### src/wpf_pkg.sv
// ---------------------------------------------------------------------------
// Window pooling package
// Types and constants shared by the pooling front end, back end and top level.
// ---------------------------------------------------------------------------
package wpf_pkg;

  localparam int MaxWidth   = 256;
  localparam int MaxKernel  = 8;
  localparam int SampleBits = 16;
  localparam int PlaneMax   = 256;
  localparam int StoreDepth = MaxWidth * MaxKernel;
  localparam int AddrBits   = $clog2(StoreDepth);
  localparam int ColBits    = $clog2(MaxWidth);
  localparam int RowSelBits = $clog2(MaxKernel);
  localparam int QueueDepth = 4;

  localparam logic [2:0] RegMode      = 3'd0;
  localparam logic [2:0] RegKernel    = 3'd1;
  localparam logic [2:0] RegStride    = 3'd2;
  localparam logic [2:0] RegInWidth   = 3'd3;
  localparam logic [2:0] RegInHeight  = 3'd4;
  localparam logic [2:0] RegOutWidth  = 3'd5;
  localparam logic [2:0] RegOutHeight = 3'd6;

  // One window job handed from front to back.
  typedef struct packed {
    logic [ColBits-1:0]    x0;
    logic [7:0]            y0;
    logic [3:0]            k;
    logic                  mode;
    logic                  last;
  } job_t;

  typedef enum logic [1:0] {
    BkIdle,
    BkRead,
    BkDrain,
    BkOut
  } bk_state_e;

endpackage

### src/wpf_front.sv
// ---------------------------------------------------------------------------
// Pooling front end
// Tracks raster position, writes samples to the line store and issues
// window jobs when a sample completes a window on the stride grid.
// ---------------------------------------------------------------------------
module wpf_front import wpf_pkg::*; (
  input  logic                 clk_i,
  input  logic                 rst_ni,
  input  logic                 cfg_we_i,
  input  logic [3:0]           k_i,
  input  logic [3:0]           s_i,
  input  logic [8:0]           w_i,
  input  logic [8:0]           h_i,
  input  logic [8:0]           ow_i,
  input  logic [8:0]           oh_i,
  input  logic                 mode_i,
  input  logic                 in_fire_i,
  input  logic [SampleBits-1:0] sample_i,
  output logic                 we_o,
  output logic [AddrBits-1:0]  waddr_o,
  output logic [SampleBits-1:0] wdata_o,
  output logic                 job_valid_o,
  output job_t                 job_o
);

  logic [8:0] col_q, col_d, row_q, row_d;
  logic [3:0] sx_q, sx_d, sy_q, sy_d;
  logic [8:0] wx_q, wx_d, wy_q, wy_d;
  logic       xok, yok, hit;

  // Reach counts windows along an axis as positions on the stride grid.
  assign xok = (col_q + 9'd1 >= {5'd0, k_i}) && (sx_q == 4'd0) && (wx_q < ow_i);
  assign yok = (row_q + 9'd1 >= {5'd0, k_i}) && (sy_q == 4'd0) && (wy_q < oh_i);
  assign hit = in_fire_i && xok && yok;

  assign we_o    = in_fire_i;
  assign waddr_o = {row_q[RowSelBits-1:0], col_q[ColBits-1:0]};
  assign wdata_o = sample_i;

  always_comb begin
    col_d = col_q; row_d = row_q; sx_d = sx_q; sy_d = sy_q; wx_d = wx_q; wy_d = wy_q;
    if (in_fire_i) begin
      if (col_q + 9'd1 >= {5'd0, k_i}) begin
        if (sx_q == 4'd0) begin
          if (wx_q != 9'h1ff) wx_d = wx_q + 9'd1;
          sx_d = (s_i == 4'd1) ? 4'd0 : s_i - 4'd1;
        end else begin
          sx_d = sx_q - 4'd1;
        end
      end
      if (col_q + 9'd1 >= w_i) begin
        col_d = '0; sx_d = '0; wx_d = '0;
        if (row_q + 9'd1 >= {5'd0, k_i}) begin
          if (sy_q == 4'd0) begin
            if (wy_q != 9'h1ff) wy_d = wy_q + 9'd1;
            sy_d = (s_i == 4'd1) ? 4'd0 : s_i - 4'd1;
          end else begin
            sy_d = sy_q - 4'd1;
          end
        end
        if (row_q + 9'd1 >= h_i) begin
          row_d = '0; sy_d = '0; wy_d = '0;
        end else begin
          row_d = row_q + 9'd1;
        end
      end else begin
        col_d = col_q + 9'd1;
      end
    end
    if (cfg_we_i) begin
      col_d = '0; row_d = '0; sx_d = '0; sy_d = '0; wx_d = '0; wy_d = '0;
    end
  end

  // A window is last when no further window fits in either direction.
  logic lastx, lasty;
  assign lastx = (wx_q + 9'd1 == ow_i) ||
                 ({1'b0, col_q} + 10'd1 + {6'd0, s_i} > {1'b0, w_i});
  assign lasty = (wy_q + 9'd1 == oh_i) ||
                 ({1'b0, row_q} + 10'd1 + {6'd0, s_i} > {1'b0, h_i});

  always_ff @(posedge clk_i or negedge rst_ni) begin
    if (!rst_ni) begin
      col_q <= '0; row_q <= '0; sx_q <= '0; sy_q <= '0; wx_q <= '0; wy_q <= '0;
      job_valid_o <= 1'b0;
    end else begin
      col_q <= col_d; row_q <= row_d; sx_q <= sx_d; sy_q <= sy_d;
      wx_q <= wx_d; wy_q <= wy_d;
      job_valid_o <= hit;
    end
  end

  always_ff @(posedge clk_i) begin
    if (hit) begin
      job_o.x0   <= ColBits'(col_q + 9'd1 - {5'd0, k_i});
      job_o.y0   <= 8'(row_q + 9'd1 - {5'd0, k_i});
      job_o.k    <= k_i;
      job_o.mode <= mode_i;
      job_o.last <= lastx && lasty;
    end
  end

endmodule

### config.mk
export PLATFORM = sky130hd
export DESIGN_NAME = wpf_front
export DESIGN_NICKNAME = d
export VERILOG_FILES = /design/src/wpf_pkg.sv /design/src/wpf_front.sv
export SDC_FILE = /design/constraint.sdc
export NUM_CORES = 1
export LEC_CHECK = 0
export BUFFER_PORTS_ARGS = -buffer_cell sky130_fd_sc_hd__buf_2
export CELL_PAD_IN_SITES_DETAIL_PLACEMENT = 0
export CELL_PAD_IN_SITES_GLOBAL_PLACEMENT = 1
export CORE_UTILIZATION = 39
export DETAILED_ROUTE_END_ITERATION = 8
export GPL_TIMING_DRIVEN = 0
export MAX_ROUTING_LAYER = met4
export PLACE_DENSITY = 0.76
export SYNTH_ARGS = -nofsm -noshare
export SYNTH_HDL_FRONTEND = slang
export SYNTH_SLANG_ARGS = --single-unit
### constraint.sdc
create_clock -name clk_i -period 4 [get_ports clk_i]
set_input_delay 0.6 -clock clk_i [delete_from_list [all_inputs] [get_ports clk_i]]
set_output_delay 0.6 -clock clk_i [all_outputs]
set_load 0.1 [all_outputs]
Word-level counts from Yosys, hierarchy flattened
Cells that the tools add are included.

word-level totals
  output and inout bits = 51
  register bits = 67
  logic and storage cells = 94

operators by class
  mux-type cells = 32
  equality and inequality tests = 5
  $lt $le $gt $ge = 8
  add/subtract/negate cells = 13
  reductions and logical operators = 24

operators by type and width
  cell                  number
  $mux 9                20
  $mux 4                12
  $add 9x1->9 const B   4
  $add 10x4->10         2
  $add 9x1->10 const B  2
  $gt 10x9->1           2
  $eq 9x9->1            2
  $ge 9x4->1            2
  $ge 9x9->1            2
  $lt 9x9->1            2
  $ne 9x9->1 const B    2
  $reduce_bool 3->1     6
  $sub 8x4->8           2
  $sub 4x1->4 const B   3
  $logic_not 4->1       2
  $logic_and 1x1->1     7
  $reduce_and 5->1      1
  $eq 4x1->1 const B    1
  $reduce_and 2->1      2
  $reduce_and 4->1      1
  $reduce_bool 2->1     2
  $reduce_and 3->1      1
  $logic_or 1x1->1      2

Longest topological paths before layout
Gate-level depths: netlist (run 1).

  depth in word-level cells = 8
  depth in mapped cells = 15
  depth with buffers taken out = 15

Worst setup path after synthesis (run 1)
Ideal clock, no wire load.

  path kind = reg2reg
  start point = register row_q[0]
  end point = register job_o[0] (netlist bit) (enable)
  setup time = 0.399 ns
  cell stages (with the launch flop) = 10
  clock period less this slack = 3.734 ns
  arrival = 3.336 ns
  buffers on the path = 0
  setup slack = 0.266 ns
  cells stage by stage = dfrtp_1 ha_1 xor2_1 ha_1 nand4_1 nor3_1 nor4_1 o211a_1 or4_4 nor3_2

on the way
  cells in the longest elaborated chain, start to end = 5

RTL lines
  element                          line             RTL
  from (decl)                      wpf_front.sv:26  logic [8:0] col_q, col_d, row_q, row_d;
  from (signal assigned)           wpf_front.sv:84  col_q <= '0; row_q <= '0; sx_q <= '0; sy_q <= '0; wx_q <= '0; wy_q <= '0;
  from (signal assigned)           wpf_front.sv:87  col_q <= col_d; row_q <= row_d; sx_q <= sx_d; sy_q <= sy_d;
  $add 9x1->9                      n/a
  $ge 9x4->1                       wpf_front.sv:33  assign yok = (row_q + 9'd1 >= {5'd0, k_i}) && (sy_q == 4'd0) && (wy_q < oh_i);
  $logic_and 1x1->1 (2 in series)  wpf_front.sv:33
  $logic_and 1x1->1                wpf_front.sv:34  assign hit = in_fire_i && xok && yok;
  via hit                          wpf_front.sv:29  logic xok, yok, hit;
  to (decl)                        wpf_front.sv:23  output job_t job_o

The timed path passes the listed nets, and every way through them passes these cells.
A chain may end at the register's enable or synchronous reset.

Worst setup path after layout (run 1)
  start point = register row_q[0]
  end point = register job_o[8] (netlist bit) (enable)

The elaborated chain is that of the path after synthesis.

==> results of run 1 <==
[power by group through the flow]
stage,registers (mW),logic (mW),clock network [mW]
3_5_place_dp,0.820,0.954,0
6_report,0.808,0.960,0.864
2_1_floorplan,0.847,0.681,0
5_1_grt,0.814,1.06,0.909
4_1_cts,0.806,0.960,0.885
3_3_place_gp,0.818,0.925,0
[per-layer routing]
layer	GRT usage (%)	part of all wire (%)
met5	-	0
met4	7.40	2.3
met3	4.66	6.0
met2	36.7	47
met1	26.5	45
[per-stage QoR]
stage | worst slack, ps | instances | cell area (um2)
after detailed placement | -336 | 1015 | 7020
final | 294 | 1030 | 7360
after global placement | -652 | 1014 | 7000
after global routing | 109 | 1030 | 7360
after CTS | 44.6 | 1031 | 7350
after floorplan | 266 | 704 | 6240
[cell type report]
cell class                 count  area share (%)
multi-input combinational    518            53.0
sequential                    67            24.3
timing repair buffer         100            6.94
buffer                        48            4.28
tap                          211            3.59
inverter                      70            3.57
clock buffer                   9            3.06
clock inverter                 7            1.26
[cell usage in the layout (no fill, tap or decap), types with 24 or more instances in the layout]
cell type and n:
buf_2 104, xor2_1 24, nand2_1 47, nand3_1 28, dfrtp_1 45, buf_4 28, ha_1 82, xnor2_1 33
nor2_1 54, inv_1 69, o21ai_0 43
[worst paths after layout]
path                                   endpoint  slack, ps  depth (start not counted)
min in group asynchronous  col_q[6]$_DFFE_PN0P_        470                          1
max reg2reg                  job_o[8]$_DFFE_PP_        290                         10
max                          job_o[8]$_DFFE_PP_        290                         10
min reg2reg                 sx_q[0]$_DFFE_PN0P_        520                          2
min                          job_o[1]$_DFFE_PP_        450                          1
max in group asynchronous   wx_q[0]$_DFFE_PN0P_       2830                          1
[kinds of logic after synthesis]
family | count (synthesis) | synth area share (%)
simple gates | 209 | 17.0
compound gates | 159 | 18.2
buf+inv | 119 | 9.30
fa+ha+maj | 86 | 17.7
flops | 67 | 28.6
xor+xnor | 59 | 8.40
mux | 5 | 0.822
[flip-flops by register name (all words and copies together) (netlist names)]
register     flops
job_o           22
col_q            9
row_q            9
wx_q             9
wy_q             9
sx_q             4
sy_q             4
job_valid_o      1
[what timing repair did]
item,4_1_cts,5_1_grt
cloned,0,0
endpoints found under the setup margin,14,15
resized for setup,2,3
[worst max-delay path: cells and delay by family, from the launching register on]
| family | cells | cell delay (ps) |
|---|---|---|
| compound gates | 1 | 330 |
| xor+xnor | 1 | 220 |
| fa+ha+maj | 2 | 740 |
| buf+inv | 1 | 240 |
| flops | 1 | 480 |
| simple gates | 5 | 1380 |
==> run_results.csv, run 1 <==
group,metric,value,unit
floorplan,num_io_pins,116,
clock_network,ctsHtreeMaxLevel,3,
synthesis,synth_cells,704,
sta,fin_tns_setup,0,ps
synthesis,syn_nets,855,
synthesis,syn_avg_cell_area,8.87,um2
synthesis,syn_area,0.00624,mm2
sta,period_minus_slack,3710,ps
floorplan,die_w,129,um
sta,fmax,270,MHz
critical_path,crit_start,"row_q[0]$_DFFE_PN0P_",
synthesis,yosysMostFrequentCell,"ha_1",
sta,final-max-slew-violation-count,0,
floorplan,coreArea,0.0154,mm2
grt,grt_first_pass_wirelength,27200,um
power,combPwrFrac,36.5,%
clock_network,cts_buffers,9,
route,drt_iter0_markers,360,
critical_path,slowest_stage,"or4_4",
sta,rsz0062_at_grt,"no",
synthesis,synth_area_leaders,"dfrtp_1 (18%), ha_1 (16%), edfxtp_1 (11%)",
synthesis,yosys-top-cells-count,"ha_1 (82), inv_1 (69), nor2_1 (54), nand2_1 (48), dfrtp_1 (45)",
clock_network,root_buffer,"clkbuf_16",
critical_path,cp-start-kind,"register",
critical_path,crit_required,4040,ps
power,finalPower,2.63,mW
grt,overflow,0,
floorplan,initial_core_util,40.5,%
sta,tightestPinTransition,1120,ps
synthesis,async_reset_ff_share,67.2,%
sta,fin_skew,9.72,ps
finish,multi_input_area,0.00390,mm2
route,vias,5520,
sta,setup_viol_count_final,0,
synthesis,synth-seq-area-share,28.6,%
placed_design,portBuffers,99,
finish,synthToLayoutAreaGrowth,17.9,%
clock_network,tritoncts,"yes",
clock_network,postCtsSetupRepairBufs,0,
power,p_per_area,358,mW/mm2
power,power.leakage,3.69,nW
critical_path,crit_chain,"ha_1 > xor2_1 > ha_1 > nand4_1 > nor3_1 > nor4_1 > o211a_1 > or4_4 > nor3_4 > buf_8",
sta,slew_headroom,25.5,%
synthesis,synth.distinct_cells,69,
critical_path,max_stage_delay,550,ps
power,switchingPower,0.997,mW
placed_design,hpwl,13200,um
power,p_sw_share,37.9,%
run,drv_cap,0,
route,firstDrtPassIters,5,
critical_path,endpoint_kind,"register",
sta,period_share,92.6,%
floorplan,dieArea,0.0165,mm2
synthesis,ys_seq_elements,67,
clock_network,clk_latency,350,ps
hold_path,hold_path_class,"in -> reg",
grt,grt_pass1_vias,5477,
placed_design,routabilityCongestion,0.875,
hold_path,worst_hold_startpoint,"mode_i",
route,drc_errors,0,
critical_path,r2r_start,"row_q[0]$_DFFE_PN0P_",
power,vdd_drop_max,233,uV
sta,timing.hold.ws,448,ps
finish,nFillCells,1571,
finish,diodes,0,
clock_network,cts_sinks,67,
route,ant_nets,0,
power,internal_power,1.63,mW
synthesis,synthFlopType,"dfrtp_1",
synthesis,ys.warnings.count,0,
clock_network,hold_buffers,0,
power,p_clk_share,32.8,%
grt,antenna_found_initial,0,
route,vias_per_cell,5.36,
grt,grt_use_total,22.1,%
clock_network,path_clk_slew,60,ps
finish,drive_gt1_share,21.1,%
sta,hold_viol_final,0,
clock_network,clock_path_buffers,2,
route,drt_wl_total,16600,um
grt,grt_max_degree,46,
synthesis,synth_edf_count,22,
critical_path,critPathKind,"reg -> reg",
critical_path,critPathMaxFanout,21,
finish,fin_nets,965,
synthesis,yosys.area.top_type,"dfrtp_1",
route,wl_per_cell,16.1,um
finish,seq_area,0.00179,mm2
critical_path,arrival,3750,ps
run_status,status,"completed",
floorplan,die_h,129,um
floorplan,rows,45,
synthesis,synth.top_cell.area_share,18.0,%
finish,final_core_util,47.7,%
power,seqPwrFrac,30.7,%
critical_path,crit_path_frequent_cell,"ha_1",
(Power assumes the default switching activity.)
==> run 2: changes to the inputs <==
--- a/config.mk
+++ b/config.mk
@@ -8,11 +8,13 @@
 export BUFFER_PORTS_ARGS = -buffer_cell sky130_fd_sc_hd__buf_2
 export CELL_PAD_IN_SITES_DETAIL_PLACEMENT = 0
 export CELL_PAD_IN_SITES_GLOBAL_PLACEMENT = 1
-export CORE_UTILIZATION = 39
+export CORE_UTILIZATION = 40
+export CTS_BUF_LIST = sky130_fd_sc_hd__clkbuf_2 sky130_fd_sc_hd__clkbuf_4 sky130_fd_sc_hd__clkbuf_8
 export DETAILED_ROUTE_END_ITERATION = 8
 export GPL_TIMING_DRIVEN = 0
 export MAX_ROUTING_LAYER = met4
-export PLACE_DENSITY = 0.76
+export PLACE_DENSITY = 0.78
+export SLEW_MARGIN = 20
 export SYNTH_ARGS = -nofsm -noshare
 export SYNTH_HDL_FRONTEND = slang
 export SYNTH_SLANG_ARGS = --single-unit
==> run_results.csv, run 2 (same netlist as run 1, synthesis figures left out) <==
group,metric,value,unit
finish,fin_nets,969,
route,drc_errors,0,
route,vias,5568,
route,ant_nets,0,
route,vias_per_cell,5.51,
sta,slew_headroom,52.7,%
power,p_sw_share,39.6,%
grt,grt_max_degree,46,
floorplan,initial_core_util,41.1,%
sta,period_share,93.9,%
placed_design,routabilityCongestion,0.897,
floorplan,rows,45,
power,finalPower,2.50,mW
grt,antenna_found_initial,0,
finish,final_area,0.00730,mm2
floorplan,die_w,127,um
route,drt_wl_total,16600,um
clock_network,path_clk_slew,90,ps
clock_network,cts_sinks,67,
power,power.leakage,3.68,nW
grt,overflow,0,
route,wl_per_cell,16.5,um
power,seqPwrFrac,32.3,%
critical_path,crit_required,4080,ps
placed_design,hpwl,13000,um
sta,rsz0062_at_grt,"no",
power,switchingPower,0.989,mW
floorplan,coreArea,0.0152,mm2
grt,grt_first_pass_wirelength,26600,um
floorplan,num_io_pins,116,
grt,grt_pass1_vias,5314,
sta,period_minus_slack,3760,ps
finish,drive_gt1_share,21.4,%
route,firstDrtPassIters,5,
finish,mostFrequentLayoutCells,"buf_2 (103), ha_1 (82), inv_1 (69), nor2_1 (54), nand2_1 (48)",
route,drt_iter0_markers,471,
critical_path,cp-start-kind,"register",
sta,hold_viol_final,0,
finish,synthToLayoutAreaGrowth,16.9,%
floorplan,dieArea,0.0161,mm2
finish,top_register,"job_o",
sta,fmax,266,MHz
finish,final_common_cell,"buf_2",
placed_design,post_dp_cell_area,0.00700,mm2
power,p_per_area,342,mW/mm2
sta,setup_viol_count_final,0,
clock_network,ctsHtreeMaxLevel,3,
finish,largest_register_ffs,22,
critical_path,endpoint_kind,"register",
floorplan,die_h,127,um
power,combPwrFrac,38.6,%
critical_path,critPathMaxFanout,17,
sta,fin_ws,242,ps
sta,fin_skew,14.0,ps
placed_design,portBuffers,99,
finish,diodes,0,
sta,final-max-slew-violation-count,0,
grt,grt_use_total,22.0,%
finish,final_cells,1011,
placed_design,dpl_worst_slack,-280,ps
hold_path,hold_path_class,"in -> async",
placed_design,placed_cells,992,
run_status,status,"completed",
run,drv_cap,0,
power,vdd_drop_max,212,uV
clock_network,root_buffer,"clkbuf_8",
power,internal_power,1.51,mW
critical_path,critPathKind,"reg -> reg",
power,p_clk_share,29.1,%
sta,tightestPinTransition,706,ps
clock_network,cts_buffers,9,
clock_network,tritoncts,"yes",
clock_network,clock_path_buffers,2,
finish,nFillCells,1464,
clock_network,clk_latency,380,ps
critical_path,arrival,3840,ps
[run 2: cell types whose count changed in the layout (fill, tap and decap cells not counted)]
cell        change
clkinv_4        -1
nand2_2         -1
buf_2           -1
clkbuf_8        +9
clkinv_2        -3
clkinvlp_4      +1
clkbuf_2        +1
bufinv_16       +1
buf_12          +1
buf_4           +3
nand2_1         +1
inv_6           +2
clkbuf_16       -9
[run 2: worst paths after layout]
check | to | startpoint | depth (start not counted) | slack (ps)
setup reg to reg | job_o[6]$_DFFE_PP_ | row_q[0]$_DFFE_PN0P_ | 11 | 240
setup / recovery | job_o[6]$_DFFE_PP_ | row_q[0]$_DFFE_PN0P_ | 11 | 240
max in group asynchronous | col_q[0]$_DFFE_PN0P_ | rst_ni | 1 | 3300
hold reg to reg | sx_q[0]$_DFFE_PN0P_ | sx_q[0]$_DFFE_PN0P_ | 2 | 510
min in group clk_i | job_o[1]$_DFFE_PP_ | mode_i | 1 | 400
hold / removal | col_q[7]$_DFFE_PN0P_ | rst_ni | 1 | 230
[run 2: critical path, stage by stage, from the launching register on]
cell     delay (ps)
dfrtp_1         500
ha_1            360
xor2_1          240
ha_1            400
nand4_1         230
nor3_1          210
nor4_1          110
o211a_1         330
or4_4           560
nor3_4          230
buf_12          140
buf_8           160
[run 2: area by class of cell]
class | count | area [um2] | share of cell area, %
Multi-Input combinational cell | 518 | 3900 | 53.4
Inverter | 70 | 263 | 3.60
Timing Repair Buffer | 103 | 548 | 7.51
Buffer | 49 | 320 | 4.39
Sequential cell | 67 | 1790 | 24.5
Clock buffer | 9 | 124 | 1.70
Tap cell | 188 | 235 | 3.22
Clock inverter | 7 | 124 | 1.70
[run 2: per-layer routing]
| metal | share of wire (%) | vias to the layer above | wire length (um) | GRT usage (%) |
|---|---|---|---|---|
| met3 | 5.5 | 33 | 913 | 4.01 |
| li1 | - | 2734 | - | - |
| met5 | 0 | - | 0 | - |
| met2 | 47 | 201 | 7760 | 35.5 |
| met4 | 3.0 | 0 | 496 | 8.89 |
| met1 | 45 | 2600 | 7460 | 27.3 |
[run 2: power by group through the flow]
stage / Combinational, mW / Clock (mW) / Sequential (mW)
finish: 0.963 / 0.727 / 0.808
global route: 1.05 / 0.765 / 0.816
CTS: 0.954 / 0.742 / 0.807
detailed placement: 0.950 / 0 / 0.821
global placement: 0.923 / 0 / 0.819
floorplan: 0.681 / 0 / 0.847
[run 2: through the flow]
stage | hold slack, ps | util (%) | TNS (ps)
2_1_floorplan | 304 | - | 0
3_3_place_gp | 489 | 45.9 | -15460
3_5_place_dp | 496 | 46.0 | -1920
4_1_cts | 248 | 47.7 | 0
5_1_grt | 276 | 48.0 | 0
6_report | 225 | 48.0 | 0
[run 2: repair_timing]
| action | in CTS | in global routing |
|---|---|---|
| buffers inserted | 0 | 3 |
| endpoints found under the setup margin | 11 | 27 |
| pin swaps | 0 | 1 |
| gates cloned | 0 | 0 |
| gates resized for setup | 3 | 3 |
| hold buffers | 0 | 0 |
