File: src/wpf_pkg.sv
// ---------------------------------------------------------------------------
// Window pooling package
// Types and constants shared by the pooling front end, back end and top level.
// ---------------------------------------------------------------------------
package wpf_pkg;

  localparam int MaxWidth   = 256;
  localparam int MaxKernel  = 8;
  localparam int SampleBits = 16;
  localparam int PlaneMax   = 256;
  localparam int StoreDepth = MaxWidth * MaxKernel;
  localparam int AddrBits   = $clog2(StoreDepth);
  localparam int ColBits    = $clog2(MaxWidth);
  localparam int RowSelBits = $clog2(MaxKernel);
  localparam int QueueDepth = 4;

  localparam logic [2:0] RegMode      = 3'd0;
  localparam logic [2:0] RegKernel    = 3'd1;
  localparam logic [2:0] RegStride    = 3'd2;
  localparam logic [2:0] RegInWidth   = 3'd3;
  localparam logic [2:0] RegInHeight  = 3'd4;
  localparam logic [2:0] RegOutWidth  = 3'd5;
  localparam logic [2:0] RegOutHeight = 3'd6;

  // One window job handed from front to back.
  typedef struct packed {
    logic [ColBits-1:0]    x0;
    logic [7:0]            y0;
    logic [3:0]            k;
    logic                  mode;
    logic                  last;
  } job_t;

  typedef enum logic [1:0] {
    BkIdle,
    BkRead,
    BkDrain,
    BkOut
  } bk_state_e;

endpackage

File: src/wpf_back.sv
// ---------------------------------------------------------------------------
// Pooling back end
// Pops window jobs, reads the window from the line store one entry a cycle,
// reduces it and holds the result for the output channel.
// ---------------------------------------------------------------------------
module wpf_back import wpf_pkg::*; (
  input  logic                  clk_i,
  input  logic                  rst_ni,
  input  logic                  job_valid_i,
  input  job_t                  job_i,
  output logic                  job_pop_o,
  output logic                  reading_o,
  output logic [AddrBits-1:0]   raddr_o,
  input  logic [SampleBits-1:0] rdata_i,
  output logic                  out_valid_o,
  input  logic                  out_ready_i,
  output logic [SampleBits-1:0] value_o,
  output logic [5:0]            index_o,
  output logic                  last_o
);

  bk_state_e state_q, state_d;
  job_t      job_q;
  logic [2:0] cx_q, cy_q;
  logic [5:0] cnt_q, rc_q;
  logic       rv_q;
  logic signed [SampleBits+6:0] sum_q;
  logic signed [SampleBits-1:0] best_q;
  logic [5:0] bidx_q;
  logic [6:0] kk;
  logic       neg_q;
  logic [SampleBits+6:0] mag;
  logic [4:0] dbit_q;
  logic       div_go_q, mag_done;
  logic [SampleBits+6:0] dq_q, dr_q;
  logic [SampleBits+7:0] trial;

  assign kk        = {3'd0, job_q.k} * {3'd0, job_q.k};
  assign raddr_o   = {3'(job_q.y0 + {5'd0, cy_q}), ColBits'(job_q.x0 + {5'd0, cx_q})};
  assign job_pop_o = (state_q == BkIdle) && job_valid_i;
  assign reading_o = (state_q == BkRead);

  always_comb begin
    state_d = state_q;
    case (state_q)
      BkIdle:  if (job_valid_i) state_d = BkRead;
      BkRead:  if (cnt_q + 6'd1 == kk[5:0] || kk == 7'd64 && cnt_q == 6'd63) state_d = BkDrain;
      BkDrain: if (!rv_q && mag_done) state_d = BkOut;
      BkOut:   if (out_ready_i) state_d = BkIdle;
      default: state_d = BkIdle;
    endcase
  end

  // Mean division: restoring, one quotient bit per cycle.
  assign mag_done = div_go_q && (dbit_q == 5'd0);
  assign mag = sum_q[SampleBits+6] ? unsigned'(-sum_q) : unsigned'(sum_q);

  always_comb begin
    out_valid_o = (state_q == BkOut);
  end

  always_ff @(posedge clk_i or negedge rst_ni) begin
    if (!rst_ni) begin
      state_q <= BkIdle;
      rv_q <= 1'b0;
    end else begin
      state_q <= state_d;
      rv_q <= (state_q == BkRead);
    end
  end

  assign trial = {dr_q, dq_q[SampleBits+6]} - {17'd0, kk};

  always_ff @(posedge clk_i) begin
    case (state_q)
      BkIdle: begin
        job_q <= job_i; cx_q <= '0; cy_q <= '0; cnt_q <= '0; rc_q <= '0;
        sum_q <= '0; best_q <= '0; bidx_q <= '0; div_go_q <= 1'b0;
      end
      BkRead: begin
        cnt_q <= cnt_q + 6'd1;
        if (cx_q + 3'd1 == 3'(job_q.k) || job_q.k == 4'd8 && cx_q == 3'd7) begin
          cx_q <= '0; cy_q <= cy_q + 3'd1;
        end else begin
          cx_q <= cx_q + 3'd1;
        end
      end
      default: ;
    endcase
    if (rv_q) begin
      sum_q <= sum_q + (SampleBits+7)'(signed'(rdata_i));
      if (signed'(rdata_i) > best_q) begin
        best_q <= rdata_i; bidx_q <= rc_q;
      end
      rc_q <= rc_q + 6'd1;
    end
    if (state_q == BkDrain && !rv_q && !div_go_q) begin
      div_go_q <= 1'b1; dbit_q <= 5'd23; dq_q <= mag; dr_q <= '0;
      neg_q <= sum_q[SampleBits+6];
    end else if (div_go_q && dbit_q != 5'd0) begin
      dbit_q <= dbit_q - 5'd1;
      if (!trial[SampleBits+7]) begin
        dr_q <= trial[SampleBits+6:0]; dq_q <= {dq_q[SampleBits+5:0], 1'b1};
      end else begin
        dr_q <= {dr_q[SampleBits+5:0], dq_q[SampleBits+6]};
        dq_q <= {dq_q[SampleBits+5:0], 1'b0};
      end
    end
    if (state_q == BkDrain && state_d == BkOut) begin
      value_o <= job_q.mode ? SampleBits'(neg_q ? -dq_q : dq_q) : best_q;
      index_o <= job_q.mode ? 6'd0 : bidx_q;
      last_o  <= job_q.last;
    end
  end

endmodule

File: config.mk
export PLATFORM = sky130hd
export DESIGN_NAME = wpf_back
export DESIGN_NICKNAME = d
export VERILOG_FILES = /design/src/wpf_pkg.sv /design/src/wpf_back.sv
export SDC_FILE = /design/constraint.sdc
export NUM_CORES = 1
export LEC_CHECK = 0
export ABC_AREA = 1
export BUFFER_PORTS_ARGS = -buffer_cell sky130_fd_sc_hd__buf_2
export CAP_MARGIN = 20
export CORE_ASPECT_RATIO = 0.5
export CORE_MARGIN = 10
export CORE_UTILIZATION = 50
export CTS_CLUSTER_DIAMETER = 60
export DETAILED_ROUTE_END_ITERATION = 6
export GPL_ROUTABILITY_DRIVEN = 0
export PLACE_DENSITY = 0.71
export SLEW_MARGIN = 20
export SYNTH_ARGS = -nofsm -noshare
export SYNTH_HDL_FRONTEND = slang
export SYNTH_SLANG_ARGS = --single-unit
File: constraint.sdc
create_clock -name clk_i -period 8 [get_ports clk_i]
set_clock_uncertainty 0.1 [all_clocks]
set_input_delay 1.2 -clock clk_i [delete_from_list [all_inputs] [get_ports clk_i]]
set_output_delay 1.2 -clock clk_i [all_outputs]
set_load 0.02 [all_outputs]
# Word level (Yosys, flattened, before mapping)
# Index checks and enable logic that the tools add are counted.
# W data, S select, Z words.
[classes] multipliers=1 n_lt_le_gt_ge=1 n_eq_ne=11 add_sub_neg=11 muxes=27 n_reduce_logical=20
[ops] op="$mux W23" count=6
[ops] op="$mux W16" count=5
[ops] op="$mux W6" count=5
[ops] op="$sub A24 B7 Y24" count=1
[ops] op="$add A23 B16 Y23" count=1
[ops] op="$neg A23 Y23" count=1
[ops] op="$gt A16 B16 Y1" count=1
[ops] op="$neg A16 Y16" count=1
[ops] op="$add A6 B1 Y6 const B" count=2
[ops] op="$pmux W3 S2" count=2
[ops] op="$pmux W6 S2" count=1
[ops] op="$logic_and A1 B1 Y1" count=9
[ops] op="$add A8 B3 Y8" count=1
[ops] op="$mux W2" count=4
[ops] op="$pmux W2 S4" count=1
[ops] op="$eq A7 B7 Y1 const B" count=1
[ops] op="$mul A4 B4 Y7" count=1
[ops] op="$add A3 B1 Y3 const B" count=2
[ops] op="$eq A2 B2 Y1 const B" count=3
[ops] op="$eq A6 B6 Y1" count=1
[ops] op="$eq A6 B6 Y1 const B" count=1
[ops] op="$mux W3" count=2
[ops] op="$reduce_bool A2 Y1" count=3
[ops] op="$logic_not A5 Y1" count=1
[ops] op="other kinds (13)" count=15
[word_totals] input_bits=42 regBits=159 output_inout_bits=37 word_cells=93

# Logic depth before layout (Yosys ltp)
# Gate-level depths: netlist of the first run.
[logic_depth] ltp_word=8 mapped_depth=21

# Worst setup path before layout of the first run
# OpenSTA, ideal clock, no wires.
[synth_timing] kind="register to register" start="register dbit_q[1]" end="register index_o[0] (enable)" path_stages_with_launch=7 setup_slack_ns=4.322 n_path_buf=0 setup_time_ns=0.465 period_less_slack_ns=3.678 arrival_ns=3.113 cell_sequence="dfxtp_1 inv_1 ha_1 inv_1 nor3_1 nand2_1 nor4_1"
[synth_between] elab_chain_len=7
[synth_rtl] element="start, declared" line_no="wpf_back.sv:33" source="logic [4:0] dbit_q;"
[synth_rtl] element="start signal, assigned" line_no="wpf_back.sv:101" source="dbit_q <= dbit_q - 5'd1;"
[synth_rtl] element="$logic_not A5 Y1" line_no="wpf_back.sv:55" source="assign mag_done = div_go_q && (dbit_q == 5'd0);"
[synth_rtl] element="$logic_and A1 B1 Y1" line_no="wpf_back.sv:55"
[synth_rtl] element="$logic_and A1 B1 Y1" line_no="wpf_back.sv:48" source="BkDrain: if (!rv_q && mag_done) state_d = BkOut;"
[synth_rtl] element="$mux W2" line_no="wpf_back.sv:48"
[synth_rtl] element="$pmux W2 S4" line_no="wpf_back.sv:45" source="case (state_q)"
[synth_rtl] element="$eq A2 B2 Y1" line_no="wpf_back.sv:109" source="if (state_q == BkDrain && state_d == BkOut) begin"
[synth_rtl] element="$logic_and A1 B1 Y1" line_no="wpf_back.sv:109"
[synth_rtl] element="end signal, assigned" line_no="wpf_back.sv:111" source="index_o <= job_q.mode ? 6'd0 : bidx_q;"
[synth_rtl] element="end, declared" line_no="wpf_back.sv:18" source="output logic [5:0] index_o,"
# No other way between the ends.
# A chain may end at the register's enable or synchronous reset.

# Worst setup path in the final report of the first run
[layout_timing] start="register state_q[0]" end="output job_pop_o"
[layout_between] elab_chain_len=2
[layout_rtl] element="start, declared" line_no="wpf_back.sv:22" source="bk_state_e state_q, state_d;"
[layout_rtl] element="start signal, assigned" line_no="wpf_back.sv:64" source="state_q <= BkIdle;"
[layout_rtl] element="start signal, assigned" line_no="wpf_back.sv:67" source="state_q <= state_d;"
[layout_rtl] element="$logic_not A2 Y1" line_no="wpf_back.sv:40" source="assign job_pop_o = (state_q == BkIdle) && job_valid_i;"
[layout_rtl] element="$logic_and A1 B1 Y1" line_no="wpf_back.sv:40"
[layout_rtl] element="end, declared" line_no="wpf_back.sv:11" source="output logic job_pop_o,"
# No other way between the ends.

==> metrics.txt, run 1 <==
Layout Cells excl Fill=1578; Largest delay share family, worst path=buffers and inverters; port buffer count=73; initial antenna violation count=0; relative slew slack=32.16%; GRT Total Usage=18.16%; top post-synthesis cells by area=edfxtp_1 32%, dfxtp_1 10%, nand2_1 9.3%; FF-to-FF path depth=17; CTS tree=built; Synth cell types=52; Syn. warnings=0; number of global-route vias before repair=just over 8000; critical path class=reg -> out; Die W=~220 microns; grt total ovfl=0; DRC=0; #FFs+latches synth=159; H-tree depth=4; Longest Clk Path Bufs=2; largest area contributor in the netlist=edfxtp_1; area delta synth->final=12.05%; slew of the pin with the lowest slew margin=1.017 ns; Netlist Area Pre-Place=slightly below 10000 sq um; Max FO, Critical Path=27; WP buf/inv=2; Sink Count=159; commonest non-fill, non-tap cell in the layout=nand2_1; Setup crit start kind=register; clk root buf=clkbuf_16; final core occ=56.89%; number of synthesized flops with an enable pin=105; fill count=roughly 1700; first-pass GRT wire length=roughly 39000 microns; DR iter-0 viols=626; Die Y=119.3 microns; Inserted Clock Buffers=17; Vias=8394; CP max stage cell=clkinv_1; RSZ-0062 raised after global routing=no; 1st-pass router iterations=5; post_cts resized=0; final wirelength=23310 microns; synthesized instance count=about 1200; fin crit share=55.26%; routed vias/inst=5.319; I/O Pins=79; final setup violation count=0; post-synth top area share=31.99%; core area=19410 sq um; row count=36; worst vdd ir=about 0.00019 V; fmax=0.2262 GHz; Final Power=4.528 mW; Fin. Hold Viols=0; maxcap violations=0; outcome=completed; clk slew on worst S/H paths=~0.070 ns; postcts setup bufs=0; wire per inst=roughly 15 microns; Seq/Total Area, Yosys=43.11%; DIE AREA=26070 sq um; Worst path depth=4; Synth Flop Type=edfxtp_1; crit path time final=4.421 ns; largest net degree at the start of global routing=45; final setup TNS=0 ns; commonest non-fill, non-tap cells in the layout=243 x nand2_1, 185 x inv_1, 113 x o21ai_0, 111 x nor2_1, 105 x edfxtp_1; fin nets=~1400; dpl cells=1546; Static Leak=5.093 nW; final slew viol count=0; ys async rst share=under 10%; worst skew pair latency=0.44 ns; hpwl dp=between 15000 and 20000 microns; cts hold-fix bufs=0; syn avg cell area=8.014 sq um; type of the most critical hold path=reg -> reg; arrival time worst endpoint=3.12 ns; worst stage delay on the critical path=0.99 ns; Hold Path Stages=0; Initial Utilization=50.77%; Antenna Violating Nets Remaining=0; Hold WS=0.3259 ns; CP Cell Sequence=nor2_2 > clkinv_1 > nor2_1 > buf_2; CP endpoint kind=output pin; share of cells above drive strength 1=10.44%; critical path data required time=6.70 ns; post-synth net total=roughly 1300; power per cell area=410.0 nW/um^2; Inserted Diodes=0
## cells in the mapped netlist (5+ instances only)
master    number
nand4_1       16
nand2_2        5
dfxtp_1       51
nor4_1         7
clkbuf_1      20
nor2_1       112
nand3b_1       5
o211ai_1       5
edfxtp_1     105
xor2_1        43
o21a_1         6
o21ai_1       13
inv_1        185
nand3_1       79
o21ai_0      113
nand2_1      243
xnor2_1       18
ha_1          59
a21oi_1       66
nor3_1        18
## power breakdown
| part | switching, mW | total (mW) | leakage (nW) | internal [mW] |
|---|---|---|---|---|
| Combinational | 1.43 | 2.19 | 3.33 | 0.762 |
| Clock | 0.361 | 0.812 | 0.278 | 0.451 |
| Sequential | 0.269 | 1.53 | 1.49 | 1.26 |
## metal layers
layer,global-route usage [%],routed length [microns],vias up
met5,0,0,-
met4,5.304,325,0
met3,3.790,1291,25
met2,31.04,11170,235
met1,22.72,10530,3892
li1,-,-,4242
## cell families after synthesis
group / synth area share, %
adder cells (fa/ha/maj): 8.099
XOR/XNOR: 5.420
flip-flops: 43.11
AND/OR/NAND/NOR: 21.49
buffers and inverters: 8.847
AO/OA/AOI/OAI: 13.04
## worst register-to-register path: cells and delay by family (launching register included)
family / cells / cell delay, ns
buffers and inverters: 4 / 0.41
XOR/XNOR: 1 / 0.31
AND/OR/NAND/NOR: 8 / 1.11
flip-flops: 1 / 0.54
adder cells (fa/ha/maj): 2 / 0.69
AO/OA/AOI/OAI: 2 / 0.47
## flip-flops by register name, summed over array words and instances, names as in the netlist
register,cells
rc_q,6
dr_q,23
last_o,1
neg_q,1
bidx_q,6
value_o,16
job_q,17
dbit_q,5
state_q,2
sum_q,23
cnt_q,6
div_go_q,1
cx_q,3
best_q,16
cy_q,3
rv_q,1
index_o,6
dq_q,23
## area by class of cell
| type | instances | area (sq um) | area share, % |
|---|---|---|---|
| sequential | 159 | 4249 | 38.47 |
| tap | 266 | 332.8 | 3.013 |
| timing repair buffer | 80 | 417.9 | 3.784 |
| clock inverter | 13 | 130.1 | 1.178 |
| clock buffer | 19 | 452.9 | 4.101 |
| inverter | 191 | 716.9 | 6.491 |
| multi-input combinational | 850 | 4745 | 42.96 |
## per-stage QoR
step | area, sq um | setup WS (ns)
floorplan | 9857 | 4.322
global placement | 10460 | 4.122
detailed placement | 10460 | 3.984
CTS | 11040 | 3.503
global route | 11040 | 3.295
finish | 11040 | 3.579
## final timing paths
| kind | from | endpoint | slack [ns] |
|---|---|---|---|
| min reg2reg | job_q[0]$_DFFE_PP_ | last_o$_DFFE_PP_ | 0.33 |
| max | state_q[0]$_DFF_PN0_ | job_pop_o | 3.58 |
| max in group asynchronous | rst_ni | state_q[0]$_DFF_PN0_ | 7.24 |
| min in group asynchronous | rst_ni | rv_q$_DFF_PN0_ | 0.45 |
| min | job_q[0]$_DFFE_PP_ | last_o$_DFFE_PP_ | 0.33 |
| max reg2reg | job_q[2]$_DFFE_PP_ | dr_q[13]$_SDFFE_PP0P_ | 4.27 |
(Power assumes the default switching activity.)
==> run 2: changes to the inputs <==
==> constraint.sdc (replaced) <==
create_clock -name clk_i -period 4.2 [get_ports clk_i]
set_clock_uncertainty 0.1 [all_clocks]
set_input_delay 0.63 -clock clk_i [delete_from_list [all_inputs] [get_ports clk_i]]
set_output_delay 0.63 -clock clk_i [all_outputs]
set_load 0.02 [all_outputs]
==> run 2 against run 1 <==
Compared with the run above: non-clock buffer count increased by 5; clock power rose by 86%; final area increased by 0.23%; sequential share of layout area shrank 0.087 points; utilization grew 0.13 points; combinational power rose by 91%; global-route usage fell by 0.38 points; setup slack got worse by 2.9 ns; via count down 0.37%; final cell count up 0.32%; register-to-register slack worse by 3.6 ns; sequential power grew 92%; critical endpoint is now dr_q[0]$_SDFFE_PP0P_; largest cell class unchanged; largest power group unchanged.
==> metrics.txt, run 2 (synthesized netlist as in run 1, its figures left out) <==
outcome=completed; initial antenna violation count=0 (unchanged); CP max stage cell=edfxtp_1; multi-input logic area=4745 sq um (unchanged); DRC=0 (unchanged); largest net degree at the start of global routing=45 (unchanged); DR iter-0 viols=612 (-2.2%); fmax=0.2848 GHz; post-layout instance area=11070 sq um (+0.23%); worst stage delay on the critical path=0.56 ns (-0.43 ns); Setup crit start kind=register; RR Startpoint=job_q[3]$_DFFE_PP_; Die Y=119.3 microns (unchanged); fin crit share=83.59%; Vias=8363 (-0.37%); Initial Utilization=50.77% (unchanged); RSZ-0062 raised after global routing=no; Largest delay share family, worst path=simple AND/OR/NAND/NOR gates; commonest non-fill, non-tap cell in the layout=nand2_1; Reg2Reg Capture Point=dr_q[0]$_SDFFE_PP0P_; share of cells above drive strength 1=10.40% (-0.040 points); R2R setup slack=0.69 ns (-3.58 ns); critical path data required time=4.40 ns (-2.30 ns); sequential power share=34.0% (+0.3 points); final setup violation count=0 (unchanged); storage element area=4249 sq um (unchanged); Sink Count=159 (unchanged); GRT Total Usage=17.78% (-0.38 points); Antenna Violating Nets Remaining=0 (unchanged); DIE AREA=26070 sq um (unchanged); core area=19410 sq um (unchanged); grt total ovfl=0 (unchanged); routed vias/inst=5.283 (-0.68%); wire per inst=14.75 microns (-0.14%); net switching power=3.905 mW (+90%); worst skew pair latency=0.43 ns (about the same); Inserted Clock Buffers=17 (unchanged); biggest regs=dq_q (23), dr_q (23), sum_q (23); first-pass GRT wire length=38130 microns (-1.8%); clk root buf=clkbuf_16; number of global-route vias before repair=7989 (-1.1%); final wirelength=23360 microns (+0.18%); Longest Clk Path Bufs=2 (unchanged); CP Cell Sequence=nor2_1 > ha_1 > xor2_1 > inv_1 > ha_1 > nand2_1 > o21ai_1 > nand3_2 > nand2_4 > o21bai_2 > nand2_4 > buf_4 > nand2_1 > o211ai_2 > o21ai_0; Fin. Hold Viols=0 (unchanged); area delta synth->final=12.30%; worst vdd ir=0.0003532 V (+85%); Hold Path Stages=1 (+1); commonest non-fill, non-tap cells in the layout=243 x nand2_1, 185 x inv_1, 113 x o21ai_0, 111 x nor2_1, 105 x edfxtp_1; clk slew on worst S/H paths=0.07 ns (about the same); final slew viol count=0 (unchanged); row count=36 (unchanged); H-tree depth=4 (unchanged); Inserted Diodes=0 (unchanged); port buffer count=73 (unchanged); Static Leak=5.107 nW (+0.28%); clock power share=17.5% (-0.4 points); Cell Area, Placed=10490 sq um (+0.29%); type of the most critical hold path=in -> reg; Die W=218.6 microns (unchanged); power per cell area=779.0 nW/um^2 (+90%); CTS tree=built; final setup TNS=0 ns (unchanged); slew of the pin with the lowest slew margin=1.010 ns (-0.006411 ns); fill count=1708 (-2.2%); relative slew slack=32.04% (-0.12 points); fin nets=1408 (+0.36%); arrival time worst endpoint=3.71 ns (+0.59 ns); Int Pwr=4.718 mW (+91%); maxcap violations=0 (unchanged); FF-to-FF path depth=15 (-2); critical path class=reg -> reg; sw frac=45.29% (-0.18 points); post_cts resized=0 (unchanged); crit path from=job_q[3]$_DFFE_PP_; CP endpoint kind=register; Worst Hold End=job_q[6]$_DFFE_PP_; Max FO, Critical Path=25 (-7.4%); WP buf/inv=2 (unchanged); hold_sp=job_i[6]; crit path time final=3.511 ns; 1st-pass router iterations=4 (-1); combinational share of power=48.5% (about the same); I/O Pins=79 (unchanged); hpwl dp=17320 microns (about the same)
[run 2: cell count changes in the layout (fill, tap and decap cells not counted)]
cell | before | now
buf_4 | 7 | 11
clkbuf_1 | 0 | 2
clkbuf_16 | 17 | 18
clkbuf_8 | 2 | 0
clkinv_1 | 2 | 4
clkinv_4 | 4 | 3
clkinvlp_4 | 3 | 2
dlygate4sd3_1 | 0 | 1
inv_8 | 1 | 0
[run 2: layer usage]
layer	routed length (microns)	up-vias	GRT usage (%)
li1	-	4244	-
met1	10640	3882	22.61
met2	11220	209	29.98
met3	1177	28	3.487
met4	321	0	5.433
met5	0	-	0
[run 2: repair_timing]
| item | in CTS | in global routing |
|---|---|---|
| hold buffers | 1 | 0 |
| setup buffers | 0 | 0 |
| endpoints found under the hold margin | 3 | 0 |
| setup endpoints to repair | 0 | 0 |
[run 2: how the worst max path moves through the flow]
stage,endpoint,slack (ns),cells past startpoint
after CTS,dr_q[0]$_SDFFE_PP0P_,0.72,15
after detailed placement,dq_q[0]$_DFFE_PP_,0.72,15
after global placement,dq_q[0]$_DFFE_PP_,0.79,15
final,dr_q[0]$_SDFFE_PP0P_,0.69,15
after floorplan,index_o[0]$_SDFFCE_PP0P_,0.52,6
after global routing,dr_q[4]$_SDFFE_PP0P_,0.40,15
[run 2: cell type report]
cell class / count / area share (%)
clock buffers: 20 / 4.137
flip-flops and latches: 159 / 38.39
repair buffers: 85 / 4.137
clock inverters: 12 / 0.9947
multi-input cells: 850 / 42.86
inverters: 191 / 6.477
well taps: 266 / 3.007
[run 2: stage by stage]
stage	hold slack (ns)	utilization, %	power (mW)	setup slack, ns	std cells
2_1_floorplan	0.2344	-	6.018	0.5218	1230
3_3_place_gp	0.3061	54.04	6.893	0.7907	1550
3_5_place_dp	0.3071	54.04	7.062	0.7249	1550
4_1_cts	0.2574	57.02	8.602	0.7161	1583
5_1_grt	0.2505	57.02	9.339	0.3959	1583
6_report	0.2681	57.02	8.623	0.6893	1583
[run 2: worst reg2reg max path: stages (launching register included)]
cell and delay [ns]:
edfxtp_1 0.56, nor2_1 0.10, ha_1 0.35, xor2_1 0.29, inv_1 0.09, ha_1 0.38, nand2_1 0.09, o21ai_1 0.34
nand3_2 0.14, nand2_4 0.14, o21bai_2 0.09, nand2_4 0.22, buf_4 0.25, nand2_1 0.08, o211ai_2 0.06, o21ai_0 0.10
[run 2: power by group through the flow]
| stage | sequential, mW | combinational (mW) | clock (mW) |
|---|---|---|---|
| floorplan | 2.74 | 3.28 | 0 |
| global placement | 2.92 | 3.98 | 0 |
| detailed placement | 2.95 | 4.12 | 0 |
| CTS | 2.92 | 4.16 | 1.52 |
| global route | 3.00 | 4.74 | 1.59 |
| finish | 2.93 | 4.18 | 1.51 |
==> run 3: changes to the inputs <==
--- a/config.mk
+++ b/config.mk
@@ -14,7 +14,7 @@
 export CTS_CLUSTER_DIAMETER = 60
 export DETAILED_ROUTE_END_ITERATION = 6
 export GPL_ROUTABILITY_DRIVEN = 0
-export PLACE_DENSITY = 0.71
+export PLACE_DENSITY = 0.74
 export SLEW_MARGIN = 20
 export SYNTH_ARGS = -nofsm -noshare
 export SYNTH_HDL_FRONTEND = slang
==> constraint.sdc (replaced) <==
create_clock -name clk_i -period 3.21 [get_ports clk_i]
set_clock_uncertainty 0.1 [all_clocks]
set_input_delay 0.4815 -clock clk_i [delete_from_list [all_inputs] [get_ports clk_i]]
set_output_delay 0.4815 -clock clk_i [all_outputs]
set_load 0.02 [all_outputs]
==> run 3 against run 2 <==
Compared with the run above: register-to-register slack worse by 0.53 ns; global-route usage is 0.054 points higher; fmax is 15% higher; critical endpoint is now dr_q[11]$_SDFFE_PP0P_; largest power group unchanged.
==> metrics.txt, run 3 (synthesized netlist as in run 1, its figures left out) <==
port buffer count=73 (unchanged); critical path data required time=3.45 ns (-0.95 ns); Hold Path Stages=1 (unchanged); number of global-route vias before repair=7965 (-0.30%); slew of the pin with the lowest slew margin=0.9033 ns (-0.1068 ns); Max FO, Critical Path=23 (-8.0%); Longest Clk Path Bufs=2 (unchanged); hpwl dp=17460 microns (+0.80%); share of cells above drive strength 1=11.69% (+1.3 points); initial antenna violation count=0 (unchanged); Sink Count=159 (unchanged); fin nets=1417 (+0.64%); final core occ=57.61% (+0.59 points); RR Startpoint=job_q[3]$_DFFE_PP_; clk slew on worst S/H paths=0.07 ns (about the same); Die W=218.6 microns (unchanged); relative slew slack=39.22% (+7.2 points); Inserted Clock Buffers=17 (unchanged); worst vdd ir=0.0004508 V (+28%); fmax=0.3277 GHz (+15%); routed vias/inst=5.234 (-0.93%); hold_sp=job_i[1]; largest net degree at the start of global routing=45 (unchanged); I/O Pins=79 (unchanged); Static Leak=5.159 nW (+1.0%); crit path time final=3.052 ns (-0.4591 ns); maxcap violations=0 (unchanged); Layout Cells excl Fill=1592 (+0.57%); outcome=completed; Vias=8332 (-0.37%); final setup violation count=0 (unchanged); grt total ovfl=0 (unchanged); Die Y=119.3 microns (unchanged); final wirelength=23090 microns (-1.1%); worst skew pair latency=0.44 ns (about the same); final slew viol count=0 (unchanged); Initial Utilization=50.77% (unchanged); Worst Hold End=job_q[1]$_DFFE_PP_; DR iter-0 viols=613 (+0.16%); worst stage delay on the critical path=0.49 ns (-0.07 ns); first-pass GRT wire length=38180 microns (+0.13%); commonest non-fill, non-tap cell in the layout=nand2_1; critical path class=reg -> reg; Cell Area, Placed=10590 sq um (+0.90%); DRC=0 (unchanged); type of the most critical hold path=in -> reg; FF-to-FF path depth=19 (+4); H-tree depth=4 (unchanged); Place WS=0.1643 ns (-0.5605 ns); critical path's most frequent cell=nand2_1; Reg2Reg Capture Point=dr_q[11]$_SDFFE_PP0P_; CP max stage cell=edfxtp_1; R2R setup slack=0.16 ns (-0.53 ns); crit path from=job_q[3]$_DFFE_PP_; CP endpoint kind=register; wire per inst=14.50 microns (-1.7%); CTS tree=built; dpl cells=1558 (+0.52%); DIE AREA=26070 sq um (unchanged); core area=19410 sq um (unchanged); fin crit share=95.07% (+11 points); power per cell area=1015 nW/um^2 (+30%); arrival time worst endpoint=3.29 ns (-0.42 ns); Antenna Violating Nets Remaining=0 (unchanged); Setup WS post-layout=0.1584 ns (-0.5309 ns); 1st-pass router iterations=5 (+1); RSZ-0062 raised after global routing=yes; commonest non-fill, non-tap cells in the layout=243 x nand2_1, 185 x inv_1, 112 x o21ai_0, 111 x nor2_1, 105 x edfxtp_1; biggest regs=dq_q (23), dr_q (23), sum_q (23); post-layout instance area=11180 sq um (+1.0%); row count=36 (unchanged); area delta synth->final=13.45%; Inserted Diodes=0 (unchanged); Setup crit start kind=register; CP Cell Sequence=nor2_1 > ha_4 > a21oi_2 > o21bai_1 > xnor2_1 > ha_1 > nand4_1 > nand2_1 > inv_2 > nand2_4 > nor2_4 > nand2_2 > nand2_4 > buf_12 > nand2_1 > nand2_1 > nand3_1 > nand2_1 > inv_1; Fin. Hold Viols=0 (unchanged); GRT Total Usage=17.83% (+0.054 points); clk root buf=clkbuf_16
-- run 3: how the worst max path moves through the flow --
stage,endpoint,slack [ns],depth (start not counted)
final,dr_q[11]$_SDFFE_PP0P_,0.16,19
after global routing,dr_q[9]$_SDFFE_PP0P_,-0.01,19
after CTS,dr_q[11]$_SDFFE_PP0P_,0.13,20
after detailed placement,dq_q[0]$_DFFE_PP_,0.16,16
after global placement,dq_q[0]$_DFFE_PP_,0.23,16
after floorplan,rc_q[0]$_SDFFCE_PN0P_,0.16,4
-- run 3: metrics by stage --
step	power, mW	hold WS (ns)	setup TNS, ns
floorplan	7.877	0.08591	0
global placement	9.114	0.1780	0
detailed placement	9.358	0.1819	0
CTS	11.28	0.1043	0
global route	12.36	0.09885	-0.02848
finish	11.36	0.1176	0
-- run 3: timing repair --
item | CTS | global route
setup buffers | 0 | 1
gates resized for setup | 0 | 9
endpoints found under the setup margin | 0 | 24
endpoints found under the hold margin | 3 | 0
hold buffers | 1 | 0
-- run 3: worst max-delay path: cells and delay by family, from the launching register on --
kind | cells | cell delay (ns)
XOR/XNOR | 1 | 0.27
flip-flops | 1 | 0.49
adder cells (fa/ha/maj) | 2 | 0.54
AND/OR/NAND/NOR | 11 | 1.05
buffers and inverters | 3 | 0.28
AO/OA/AOI/OAI | 2 | 0.21
-- run 3: layout make-up --
class	instances	area [sq um]
timing repair buffer	94	554.3
sequential	159	4249
multi-input combinational	850	4791
inverter	191	716.9
clock inverter	14	110.1
fill	1681	8230
tap	266	332.8
clock buffer	18	429.2
-- run 3: report_power, final --
group / internal (mW) / total [mW] / switching, mW
registers: 3.13 / 3.78 / 0.651
clock network: 0.998 / 1.88 / 0.880
logic: 2.05 / 5.70 / 3.65
-- run 3: routing by layer --
metal	track usage (%)	routed length, microns
met1	22.18	10510
met2	30.33	11080
met3	3.562	1032
met4	6.166	471
met5	0	0
